$ cat config.mk
export PLATFORM = sky130hd
export DESIGN_NAME = bdv_table_scan
export DESIGN_NICKNAME = d
export VERILOG_FILES = /design/src/rtl/bdv_pkg.sv /design/src/rtl/bdv_table_scan.sv
export SDC_FILE = /design/constraint.sdc
export NUM_CORES = 1
export LEC_CHECK = 0
export BUFFER_PORTS_ARGS = -buffer_cell sky130_fd_sc_hd__buf_2
export CORE_AREA = 8 8 130 132
export CTS_CLUSTER_SIZE = 14
export DETAILED_ROUTE_END_ITERATION = 10
export DIE_AREA = 0 0 138 140
export PLACE_DENSITY = 0.68
export SETUP_SLACK_MARGIN = 0.1
export SYNTH_ARGS = -nofsm -noshare
export SYNTH_HDL_FRONTEND = slang
export SYNTH_SLANG_ARGS = --single-unit
$ cat constraint.sdc
create_clock -name clk -period 4.7 [get_ports clk]
set_clock_uncertainty 0.05 [all_clocks]
set_input_delay 0 -clock clk [delete_from_list [all_inputs] [get_ports clk]]
set_output_delay 0 -clock clk [all_outputs]
set_load 0.01 [all_outputs]
$ cat src/rtl/bdv_pkg.sv
// ----------------------------------------------------------------------------
// bdv_pkg
// Types, constants and status codes of the block directory validator.
// ----------------------------------------------------------------------------
`default_nettype none

package bdv_pkg;

    localparam int MAX_ENTRIES = 256;
    localparam int ALIGN_BYTES = 8;          // power of two
    localparam int ADDR_W      = (MAX_ENTRIES > 1) ? $clog2(MAX_ENTRIES) : 1;
    localparam int CNT_W       = $clog2(MAX_ENTRIES + 1);
    localparam int IDX_W       = 9;
    localparam int ID_W        = 32;
    localparam int DATA_W      = 64;
    localparam int STATUS_W    = 4;
    localparam int CFG_IDX_W   = 4;

    localparam logic [DATA_W-1:0]    ALIGN_MASK = DATA_W'(ALIGN_BYTES - 1);
    localparam logic [IDX_W-1:0]     INDEX_MAX  = '1;

    localparam logic [CFG_IDX_W-1:0] CFG_FILE_SIZE   = CFG_IDX_W'(0);
    localparam logic [CFG_IDX_W-1:0] CFG_HEADER_SIZE = CFG_IDX_W'(1);

    typedef enum logic [STATUS_W-1:0] {
        ST_OK          = 4'd0,
        ST_MISALIGNED  = 4'd1,
        ST_PAST_END    = 4'd2,
        ST_PRODUCT     = 4'd3,
        ST_MISMATCH    = 4'd4,
        ST_OVER_HEADER = 4'd5,
        ST_DUPLICATE   = 4'd6,
        ST_OVERLAP     = 4'd7,
        ST_FULL        = 4'd8,
        ST_SKIPPED     = 4'd9
    } status_t;

    typedef enum logic [1:0] {
        S_IDLE,
        S_ARITH,
        S_SCAN,
        S_FINISH
    } fsm_state_t;

    typedef struct packed {
        logic              first_entry;
        logic [ID_W-1:0]   block_id;
        logic [DATA_W-1:0] block_offset;
        logic [DATA_W-1:0] block_length;
        logic [DATA_W-1:0] element_count;
        logic [DATA_W-1:0] element_size;
    } item_t;

    // one table row: end offset is stored instead of the length
    typedef struct packed {
        logic [ID_W-1:0]   id;
        logic [DATA_W-1:0] off;
        logic [DATA_W-1:0] end_off;
        logic              nonempty;
    } entry_t;

    typedef struct packed {
        logic    done;
        status_t code;
    } check_res_t;

    typedef struct packed {
        logic              en;
        logic [ADDR_W-1:0] addr;
    } ram_rd_t;

    typedef struct packed {
        logic              we;
        logic [ADDR_W-1:0] addr;
        entry_t            data;
    } ram_wr_t;

endpackage

`default_nettype wire

$ cat src/rtl/bdv_table_scan.sv
// ----------------------------------------------------------------------------
// bdv_table_scan
// Walks the stored entries in table order, one RAM read per cycle, and stops
// at the first duplicate id or overlapping range.
// ----------------------------------------------------------------------------
`default_nettype none

module bdv_table_scan import bdv_pkg::*; (
    input  wire logic             clk,
    input  wire logic             rst_n,
    input  wire logic             start,
    input  wire logic [CNT_W-1:0] count,
    input  wire entry_t           probe,
    output ram_rd_t               rd,
    input  wire entry_t           rd_data,
    output check_res_t            res
);

    logic             busy_reg;
    logic [CNT_W-1:0] rd_ptr_reg;
    logic             dvalid_reg;
    logic             last_reg;
    check_res_t       res_reg;

    logic dup;
    logic ovl;
    logic finish;
    logic issue;

    assign dup = rd_data.id == probe.id;
    assign ovl = probe.nonempty && rd_data.nonempty &&
                 !((probe.off >= rd_data.end_off) || (rd_data.off >= probe.end_off));

    assign finish = dvalid_reg && (dup || ovl || last_reg);
    assign issue  = busy_reg && !finish && (rd_ptr_reg != count);

    assign rd.en   = issue;
    assign rd.addr = rd_ptr_reg[ADDR_W-1:0];

    always_ff @(posedge clk or negedge rst_n)
    begin
        if (!rst_n)
        begin
            busy_reg   <= 1'b0;
            rd_ptr_reg <= '0;
            dvalid_reg <= 1'b0;
            last_reg   <= 1'b0;
            res_reg    <= '{done: 1'b0, code: ST_OK};
        end
        else if (start)
        begin
            busy_reg     <= count != '0;
            rd_ptr_reg   <= '0;
            dvalid_reg   <= 1'b0;
            last_reg     <= 1'b0;
            res_reg.done <= count == '0;
            res_reg.code <= ST_OK;
        end
        else
        begin
            res_reg.done <= 1'b0;
            dvalid_reg   <= issue;
            last_reg     <= issue && (CNT_W'(rd_ptr_reg + 1'b1) == count);
            if (issue)
            begin
                rd_ptr_reg <= CNT_W'(rd_ptr_reg + 1'b1);
            end
            if (finish)
            begin
                busy_reg     <= 1'b0;
                res_reg.done <= 1'b1;
                priority if (dup)
                    res_reg.code <= ST_DUPLICATE;
                else if (ovl)
                    res_reg.code <= ST_OVERLAP;
                else
                    res_reg.code <= ST_OK;
            end
        end
    end

    assign res = res_reg;

endmodule

`default_nettype wire

==> impl_metrics.py <==
metrics = {
    "status": {
        "status": "completed",
    },
    "cts": {
        "cts_buffers": 3,
        "clkTransAtPathRegs_ns": 0.05,
        "cts_hold_buffers": 1,
        "cts_tree": "yes",
        "root_buffer": "clkbuf_16",
        "clock_sinks": 15,
        "cts_buffer_depth": 2,
        "cts_resized": 0,
        "htree_levels": 1,
        "clk_latency_ns": 0.25,
        "postCtsSetupBuffers": 0,
    },
    "synth": {
        "yosysTopAreaCellShare": 0.3454,
        "synth_ff_type": "dfrtp_1",
        "synth_top_family_by_area": "adder cells",
        "synth-warning-count": 0,
        "avgSynthCellArea_um2": 7.394,
        "synth_top_cell_by_area": "ha_1",
        "yosys.area_share.adder": 0.3454,
        "synth.area.mux_share": 0,
        "synth_area_leaders": "ha_1 35%, inv_1 11%, dfrtp_1 8.0%, xor2_1 7.5%, a21oi_1 6.0%",
        "netlist_area_mm2": 0.004673,
        "synth-seq-area-share": 0.08032,
        "synth_xor_area_frac": 0.08996,
        "synth_simple_gate_area_share": 0.1818,
        "syn_nets": 1095,
        "synth_compound_area_frac": 0.1652,
        "synth_edf_count": 0,
        "synth_async_sr_flop_share": 1.000,
        "synth_seq_cells": 15,
        "yosys.cell_types.count": 51,
        "syn_inst": 632,
    },
    "sta": {
        "worstMarginPinSlew_ns": 0.8029,
        "setup_viol": 0,
        "rsz0062_at_grt": "false",
        "post-route-period-util": 0.6305,
        "fin_tns_setup_ns": 0,
        "relSlewSlack": 0.4598,
        "finalHoldViolCount": 0,
        "drv_slew": 0,
        "worst_slack_ns": 1.737,
        "fin_crit_ns": 2.963,
        "fmax_mhz": 337.5,
    },
    "cells_and_area": {
        "drive_gt1_frac": 0.3713,
        "multi_input_area_mm2": 0.003660,
        "final_util": 0.4456,
        "nNetsFinal": 1431,
        "final_area_mm2": 0.006624,
        "layout_common_cells": "346 x buf_2, 139 x inv_1, 129 x ha_1, 56 x a21oi_1, 51 x nand2_1",
        "final_common_cell": "buf_2",
        "areaGrowthSynthToFinish_pct": 41.74,
        "largest_register_ffs": 9,
        "register_area_um2": 375.4,
        "nFillCells": 1572,
    },
    "pwr": {
        "p_leak_nw": 3.979,
        "ir_drop_mv": 0.1108,
        "power_density_mw_per_mm2": 117.1,
        "power_uw": 775.5,
    },
    "critical_path": {
        "crit_path_end_kind": "primary output",
        "crit_slowest_cell": "or4_4",
        "cp.required_ns": 4.65,
        "arrival_ns": 2.91,
        "critPathKind": "in2out",
        "crit_fanout": 16,
        "cpPeakStageDelay_ns": 0.54,
        "cp_cell_sequence": "buf_2, inv_1, ha_1, nand4_2, or4_4, or4_4, o22ai_1, nor4_1, a31oi_4, and2_1, buf_2",
        "worstSetupStartpointType": "primary input",
    },
    "worst_hold_path": {
        "hp-class": "in2reg",
    },
    "grt": {
        "antenna_found_initial": 2,
        "grt_max_degree": 18,
        "grt_pass1_vias": 5924,
        "grt_pass1_wl_um": 28920,
        "grt_use_total": 0.1776,
        "grt_remaining_overflow": 0,
    },
    "placed_design": {
        "place_congestion": 0.8922,
        "dp_hpwl_um": 16960,
        "pre_cts_ws_ns": 1.522,
        "port_buffers": 346,
        "placed_area_mm2": 0.006524,
    },
    "routing": {
        "drt_iter0_markers": 183,
        "dr.pass1.iters": 5,
        "drc": 0,
        "detail_route.wl_per_cell_um": 15.58,
        "drt_wl_total_um": 18040,
        "vias": 5490,
        "via_per_inst": 4.741,
        "ant_nets": 0,
    },
    "floorplanning": {
        "die_y_um": 140,
        "dieArea_mm2": 0.01932,
        "rows": 45,
        "initial_core_util": 0.3144,
        "die_x_um": 138,
        "ios": 348,
        "core_mm2": 0.01486,
    },
    "flow_run": {
        "maxCapViolations": 0,
    },
}
[cell families (layout without fill, tap and decap cells)]
logic type / Yosys count / in the layout
AND/OR/NAND/NOR: 163 / 163
other: 1 / 4
XOR/XNOR: 48 / 48
adder cells (fa/ha/maj): 129 / 129
AO/OA/AOI/OAI: 121 / 121
flip-flops: 15 / 15
buffers and inverters: 155 / 490
[Yosys cell counts (4+ instances only)]
library cell	number
nor2_1	24
and3_1	5
nand2_1	51
a21oi_1	56
a311oi_1	5
nand4_1	23
xnor2_1	8
a31o_1	5
buf_4	11
and4_1	8
o21ai_0	20
dfrtp_1	15
inv_1	139
nand3_1	20
nor3_1	4
nor4_1	14
ha_1	129
a221oi_1	8
xor2_1	40
[final timing paths]
path	slack, ns	startpoint	depth (start not counted)	to
setup / recovery	1.74	rd_data[64]	11	rd[8]
max in group asynchronous	4.18	rst_n	2	rd_ptr_reg[8]
hold reg to reg	0.47	res[0]	2	res[0]
min in group asynchronous	0.16	rst_n	2	rd_ptr_reg[2]
hold / removal	0.02	count[0]	3	busy_reg
setup reg to reg	2.47	rd_ptr_reg[1]	6	last_reg
[power by group]
part | total [mW] | internal, mW | switching, mW | leakage (nW)
Clock | 0.171 | 0.115 | 0.0561 | 0.0371
Sequential | 0.143 | 0.135 | 0.00794 | 0.202
Combinational | 0.462 | 0.236 | 0.226 | 3.74
Total | 0.775 | 0.485 | 0.290 | 3.98
[final cells by class]
class / instances / share of cell area
multi-input combinational: 462 / 0.5525
timing repair buffer: 347 / 0.2629
inverter: 139 / 0.07877
sequential: 15 / 0.05667
tap: 188 / 0.03551
clock buffer: 3 / 0.01133
clock inverter: 1 / 0.001133
antenna: 3 / 0.001133
[through the flow]
stage,hold slack [ns],instances
6_report,0.01988,1158
5_1_grt,0.03132,1157
4_1_cts,0.01172,1155
3_5_place_dp,-0.1211,1150
3_3_place_gp,-0.1257,1150
2_1_floorplan,-0.3456,632
[critical path: cells and delay by family]
family	cells	cell delay, ns
compound gates	2	0.63
fa+ha+maj	1	0.33
buf+inv	3	0.30
simple gates	5	1.64
[per-layer routing]
layer | wire [um] | part of all wire | track usage
met5 | 0 | 0 | 0
met4 | 286 | 0.016 | 0.03776
met3 | 1453 | 0.081 | 0.04699
met2 | 9060 | 0.50 | 0.3336
met1 | 7235 | 0.40 | 0.1949
Power figures use the tool's default switching activity.
