### config.mk
export PLATFORM = sky130hd
export DESIGN_NAME = bdv_arith_check
export DESIGN_NICKNAME = d
export VERILOG_FILES = /design/src/rtl/bdv_pkg.sv /design/src/rtl/bdv_arith_check.sv
export SDC_FILE = /design/constraint.sdc
export NUM_CORES = 2
export LEC_CHECK = 0
export BUFFER_PORTS_ARGS = -buffer_cell sky130_fd_sc_hd__clkbuf_2
export CAP_MARGIN = 15
export CELL_PAD_IN_SITES_DETAIL_PLACEMENT = 0
export CELL_PAD_IN_SITES_GLOBAL_PLACEMENT = 1
export CORE_UTILIZATION = 35
export DETAILED_ROUTE_END_ITERATION = 12
export GPL_TIMING_DRIVEN = 0
export PLACE_DENSITY = 0.66
export SETUP_SLACK_MARGIN = 0.02
export SLEW_MARGIN = 20
export SYNTH_ARGS = -nofsm -noshare
export SYNTH_HDL_FRONTEND = slang
export SYNTH_SLANG_ARGS = --single-unit
### constraint.sdc
create_clock -name clk -period 17.24 [get_ports clk]
set_clock_uncertainty 0.15 [all_clocks]
set_input_delay 2.586 -clock clk [delete_from_list [all_inputs] [get_ports clk]]
set_output_delay 2.586 -clock clk [all_outputs]
set_load 0.005 [all_outputs]
### src/rtl/bdv_pkg.sv
// ----------------------------------------------------------------------------
// bdv_pkg
// Types, constants and status codes of the block directory validator.
// ----------------------------------------------------------------------------
`default_nettype none

package bdv_pkg;

    localparam int MAX_ENTRIES = 256;
    localparam int ALIGN_BYTES = 8;          // power of two
    localparam int ADDR_W      = (MAX_ENTRIES > 1) ? $clog2(MAX_ENTRIES) : 1;
    localparam int CNT_W       = $clog2(MAX_ENTRIES + 1);
    localparam int IDX_W       = 9;
    localparam int ID_W        = 32;
    localparam int DATA_W      = 64;
    localparam int STATUS_W    = 4;
    localparam int CFG_IDX_W   = 4;

    localparam logic [DATA_W-1:0]    ALIGN_MASK = DATA_W'(ALIGN_BYTES - 1);
    localparam logic [IDX_W-1:0]     INDEX_MAX  = '1;

    localparam logic [CFG_IDX_W-1:0] CFG_FILE_SIZE   = CFG_IDX_W'(0);
    localparam logic [CFG_IDX_W-1:0] CFG_HEADER_SIZE = CFG_IDX_W'(1);

    typedef enum logic [STATUS_W-1:0] {
        ST_OK          = 4'd0,
        ST_MISALIGNED  = 4'd1,
        ST_PAST_END    = 4'd2,
        ST_PRODUCT     = 4'd3,
        ST_MISMATCH    = 4'd4,
        ST_OVER_HEADER = 4'd5,
        ST_DUPLICATE   = 4'd6,
        ST_OVERLAP     = 4'd7,
        ST_FULL        = 4'd8,
        ST_SKIPPED     = 4'd9
    } status_t;

    typedef enum logic [1:0] {
        S_IDLE,
        S_ARITH,
        S_SCAN,
        S_FINISH
    } fsm_state_t;

    typedef struct packed {
        logic              first_entry;
        logic [ID_W-1:0]   block_id;
        logic [DATA_W-1:0] block_offset;
        logic [DATA_W-1:0] block_length;
        logic [DATA_W-1:0] element_count;
        logic [DATA_W-1:0] element_size;
    } item_t;

    // one table row: end offset is stored instead of the length
    typedef struct packed {
        logic [ID_W-1:0]   id;
        logic [DATA_W-1:0] off;
        logic [DATA_W-1:0] end_off;
        logic              nonempty;
    } entry_t;

    typedef struct packed {
        logic    done;
        status_t code;
    } check_res_t;

    typedef struct packed {
        logic              en;
        logic [ADDR_W-1:0] addr;
    } ram_rd_t;

    typedef struct packed {
        logic              we;
        logic [ADDR_W-1:0] addr;
        entry_t            data;
    } ram_wr_t;

endpackage

`default_nettype wire

### src/rtl/bdv_arith_check.sv
// ----------------------------------------------------------------------------
// bdv_arith_check
// Alignment, end-of-block, product and header checks of one entry. The
// 64x64 product is built from four 32x32 partial products.
// ----------------------------------------------------------------------------
`default_nettype none

module bdv_arith_check import bdv_pkg::*; (
    input  wire logic              clk,
    input  wire logic              rst_n,
    input  wire logic              start,
    input  wire item_t             item,
    input  wire logic [DATA_W-1:0] file_limit,
    input  wire logic [DATA_W-1:0] header_limit,
    output check_res_t             res,
    output logic [DATA_W-1:0]      end_off
);

    localparam logic [2:0] STEP_IDLE = 3'd0;
    localparam logic [2:0] STEP_LAST = 3'd6;

    logic [2:0]          step_reg;
    logic [DATA_W:0]     sum_reg;
    logic [63:0]         pp_reg;
    logic [1:0]          pp_sh_reg;
    logic [127:0]        acc_reg;
    check_res_t          res_reg;

    logic [1:0]          pp_sel;
    logic [31:0]         mul_a;
    logic [31:0]         mul_b;
    logic [1:0]          mul_sh;
    logic [127:0]        pp_shifted;
    status_t             code;
    logic                misaligned;

    assign pp_sel = 2'(step_reg - 3'd1);
    assign mul_a  = pp_sel[1] ? item.element_count[63:32] : item.element_count[31:0];
    assign mul_b  = pp_sel[0] ? item.element_size[63:32]  : item.element_size[31:0];
    assign mul_sh = {1'b0, pp_sel[1]} + {1'b0, pp_sel[0]};

    always_comb
    begin
        unique case (pp_sh_reg)
            2'd0:    pp_shifted = {64'd0, pp_reg};
            2'd1:    pp_shifted = {32'd0, pp_reg, 32'd0};
            2'd2:    pp_shifted = {pp_reg, 64'd0};
            default: pp_shifted = '0;
        endcase
    end

    assign misaligned = (item.block_offset & ALIGN_MASK) != '0;

    always_comb
    begin
        priority if (misaligned)
            code = ST_MISALIGNED;
        else if (sum_reg[DATA_W] || (sum_reg[DATA_W-1:0] > file_limit))
            code = ST_PAST_END;
        else if ((item.element_size != '0) && (acc_reg[127:64] != '0))
            code = ST_PRODUCT;
        else if ((item.element_size != '0) && (acc_reg[63:0] != item.block_length))
            code = ST_MISMATCH;
        else if ((item.block_length != '0) && (item.block_offset < header_limit))
            code = ST_OVER_HEADER;
        else
            code = ST_OK;
    end

    always_ff @(posedge clk or negedge rst_n)
    begin
        if (!rst_n)
        begin
            step_reg <= STEP_IDLE;
            res_reg  <= '{done: 1'b0, code: ST_OK};
        end
        else
        begin
            res_reg.done <= 1'b0;
            if (start)
            begin
                step_reg <= 3'd1;
            end
            else if (step_reg == STEP_LAST)
            begin
                step_reg     <= STEP_IDLE;
                res_reg.done <= 1'b1;
                res_reg.code <= code;
            end
            else if (step_reg != STEP_IDLE)
            begin
                step_reg <= step_reg + 3'd1;
            end
        end
    end

    // multiply in steps 1..4, accumulate in steps 2..5
    always_ff @(posedge clk)
    begin
        if ((step_reg >= 3'd1) && (step_reg <= 3'd4))
        begin
            pp_reg    <= mul_a * mul_b;
            pp_sh_reg <= mul_sh;
        end
        if (step_reg == 3'd1)
        begin
            sum_reg <= {1'b0, item.block_offset} + {1'b0, item.block_length};
            acc_reg <= '0;
        end
        else if ((step_reg >= 3'd2) && (step_reg <= 3'd5))
        begin
            acc_reg <= acc_reg + pp_shifted;
        end
    end

    assign res     = res_reg;
    assign end_off = sum_reg[DATA_W-1:0];

endmodule

`default_nettype wire

==> impl_results.md <==
- Setup WS post-layout: 4.08 ns
- Setup CP Type: flip-flop to flip-flop
- Top post-synthesis cells by area: fa_1 30%, ha_1 12%, inv_1 6.6%
- Die H: 414 µm
- Starting Density: 35.4%
- Rows: 150
- Final Hold Fails: 0
- CP max-delay cell: clkbuf_1
- Most common cell on crit path: fa_1
- Synthesized cell area: slightly below 60000 µm²
- Yosys warns: 0
- Placed cell count: 9787
- Distinct cells, synth: between 80 and 90
- Post-CTS Setup Inserts: 0
- IO Pins: between 400 and 500
- Dpl cell area: approximately 65000 µm²
- Number of global-route vias before repair: around 55000
- CTS tree: built
- Gp weighted congestion: between 0.9 and 1
- Worst Path Required: 17.54 ns
- Setup slack at placement: roughly 4.3 ns
- Worst-case reg-to-reg path depth: 31
- Slew margin rel.: 11.7%
- WP buf/inv: 7
- Synthesized Nets: 9015
- Final TNS setup: 0 ns
- Pins Over Slew Limit: 0
- Clock root cell: clkbuf_16
- Max-cap viol count: 0
- Worst R2R Setup Slack: a little over 4 ns
- Starting DRT DRC Count: 4586
- IO buf count: 454
- Full die area: 172000 µm²
- Number of CTS-inserted buffers: 30
- Share of flip-flops with an asynchronous set or reset: 2.63%
- Final WL: 268000 µm
- Critical path data arrival time: ~13 ns
- Post-route cell area: between 60000 and 70000 µm²
- Status: completed
- Dpl hpwl: between 200000 and 250000 µm
- Gr usage total: 30.6%
- Max FFs per register: approximately 130
- Hold Crit Class: flip-flop to flip-flop
- H-tree depth: 1
- Fillers: 17500
- Mapped Cells: 7112
- Crit path capture type: flip-flop
- Clock Tree Buf Depth: 3
- Clock insertion delay at the later pin of the skew report: 0.64 ns
- Fmax: 0.0760 GHz
- DRC Markers: 0
- Wire per inst: 27.2 µm
- Hold Buf Count CTS: 0
- Detail Route Antenna Nets: 0
- Clk slew on worst S/H paths: 0.07 ns
- Post-Layout Cell Count: 9851
- FF/Latch Area: ~6700 µm²
- Congestion Overflow GR: 0
- Layout Nets: approximately 9500
- Core area: 168000 µm²
- Post-synth EDFFs: about 130
- First-pass GRT wire length: 383000 µm
- Crit-path max cell delay: 0.97 ns
- Via count: 53900
- Count of state elements after synthesis: 266
- Crit path launch type: flip-flop
- Worst Tran Pin Value: 1.32 ns
- Hold depth: 2
- Initial antenna violation count: 13
- P&R area growth vs syn: 10.9%
- Top_reg_cell synth: edfxtp_1
- Critical path's top delay family: adder cells
- Setup violations, final: 0
- Synth top area share: a little under a third
- Drt pass-1 iters: 6
- Cts repair resizes: 0
- Final worst path period share: 76.3%
- Post-synth top area cell: fa_1
- WP depth: 31
- Share of layout cells above drive strength 1: 9.61%
- Syn_area_per_cell: 8.36 µm²
- CP max FO: 10
- Post-layout minimum cycle time: 13.16 ns
- Via/cell ratio: 5.47
- RSZ-0062 raised after global routing: no
- Clock sink count: 266
- Sequential area share after synthesis: 11.2%
- Largest net degree at the start of global routing: between 40 and 50
- Die W: 414 µm
- Area used by multi-input combinational logic: 47200 µm²
[worst min-delay path, cell delays in order (launching register included)]
cell     delay (ns)
dfxtp_1        0.33
nand2_1        0.06
o21ai_1        0.05
[stage by stage]
step | utilization, % | hold WS, ns
floorplan | - | 0.293
global placement | 38.4 | 0.309
detailed placement | 38.6 | 0.320
CTS | 39.2 | 0.329
global route | 39.2 | 0.347
finish | 39.3 | 0.326
[cell families after synthesis]
logic type                 count (synthesis)  share of synthesized area (%)
AOI/OAI and AO/OA                       1259                           13.4
xor gates and xnor gates                 295                           4.34
adders and majority gates               1483                           42.5
buffers and inverters                   1451                           9.60
DFF                                      266                           11.2
muxes                                    158                           2.79
other                                      1                        0.00631
and+or+nand+nor                         2199                           16.1
[layout make-up]
type | count | area share (%)
antenna | 8 | 0.0304
buffer | 400 | 2.69
clock buffer | 36 | 1.28
clock inverter | 20 | 0.300
inverter | 1051 | 5.98
multi-input combinational | 5395 | 71.6
sequential | 266 | 10.1
tap | 2204 | 4.18
timing repair buffer | 471 | 3.76
[synth_stat cells (all sizes together), types with 123 or more instances]
master and number:
nand4 140, clkbuf 308, edfxtp 131, xor2 123, nand2 832, fa 898, o21ai 220, a21o 238
a21oi 460, nor2 814, dfxtp 128, xnor2 172, ha 585, inv 1051
[metal layers]
layer	GRT usage (%)	routed length, µm	vias up	share of wire (%)
li1	-	-	24200	-
met1	38.8	110000	27000	41
met2	50.3	123000	2263	46
met3	4.82	19400	494	7.2
met4	15.7	15700	8	5.9
met5	0	56	-	0.021
[final timing paths]
| check | from | to |
|---|---|---|
| worst max-delay path | step_reg[0]$_DFFE_PN0P_ | pp_reg[62]$_DFFE_PP_ |
| worst min-delay path | acc_reg[107]$_SDFFE_PP0P_ | acc_reg[107]$_SDFFE_PP0P_ |
| worst max register to register | step_reg[0]$_DFFE_PN0P_ | pp_reg[62]$_DFFE_PP_ |
| worst min register to register | acc_reg[107]$_SDFFE_PP0P_ | acc_reg[107]$_SDFFE_PP0P_ |
| max in group asynchronous | rst_n | step_reg[1]$_DFFE_PN0P_ |
| min in group asynchronous | rst_n | step_reg[0]$_DFFE_PN0P_ |
[cells in the final DEF (no fill, tap or decap), types with 14 or more instances in the layout]
cell,count
nor4_1,79
mux2i_2,29
a22o_1,33
clkbuf_16,33
mux2_2,62
xor2_1,123
fa_1,898
nor2_1,814
and3_1,22
clkbuf_1,302
nor2b_1,38
or3_1,14
o21ai_0,209
clkbuf_2,461
o21bai_1,55
nand3_1,49
buf_4,71
a21oi_1,457
nand2_1,832
inv_1,1051
a21o_1,238
a211oi_1,31
and2_1,89
edfxtp_1,131
nor3_1,47
nand4_1,140
a21boi_0,14
o21a_1,34
buf_1,18
nand2b_1,38
o211ai_1,20
mux2i_1,65
ha_1,585
dfxtp_1,128
o31ai_1,16
a31oi_1,35
xnor2_1,172
Power is left out: the tool's default activity adds up to more than one toggle a clock period on the data nets, which glitch-free logic cannot reach.
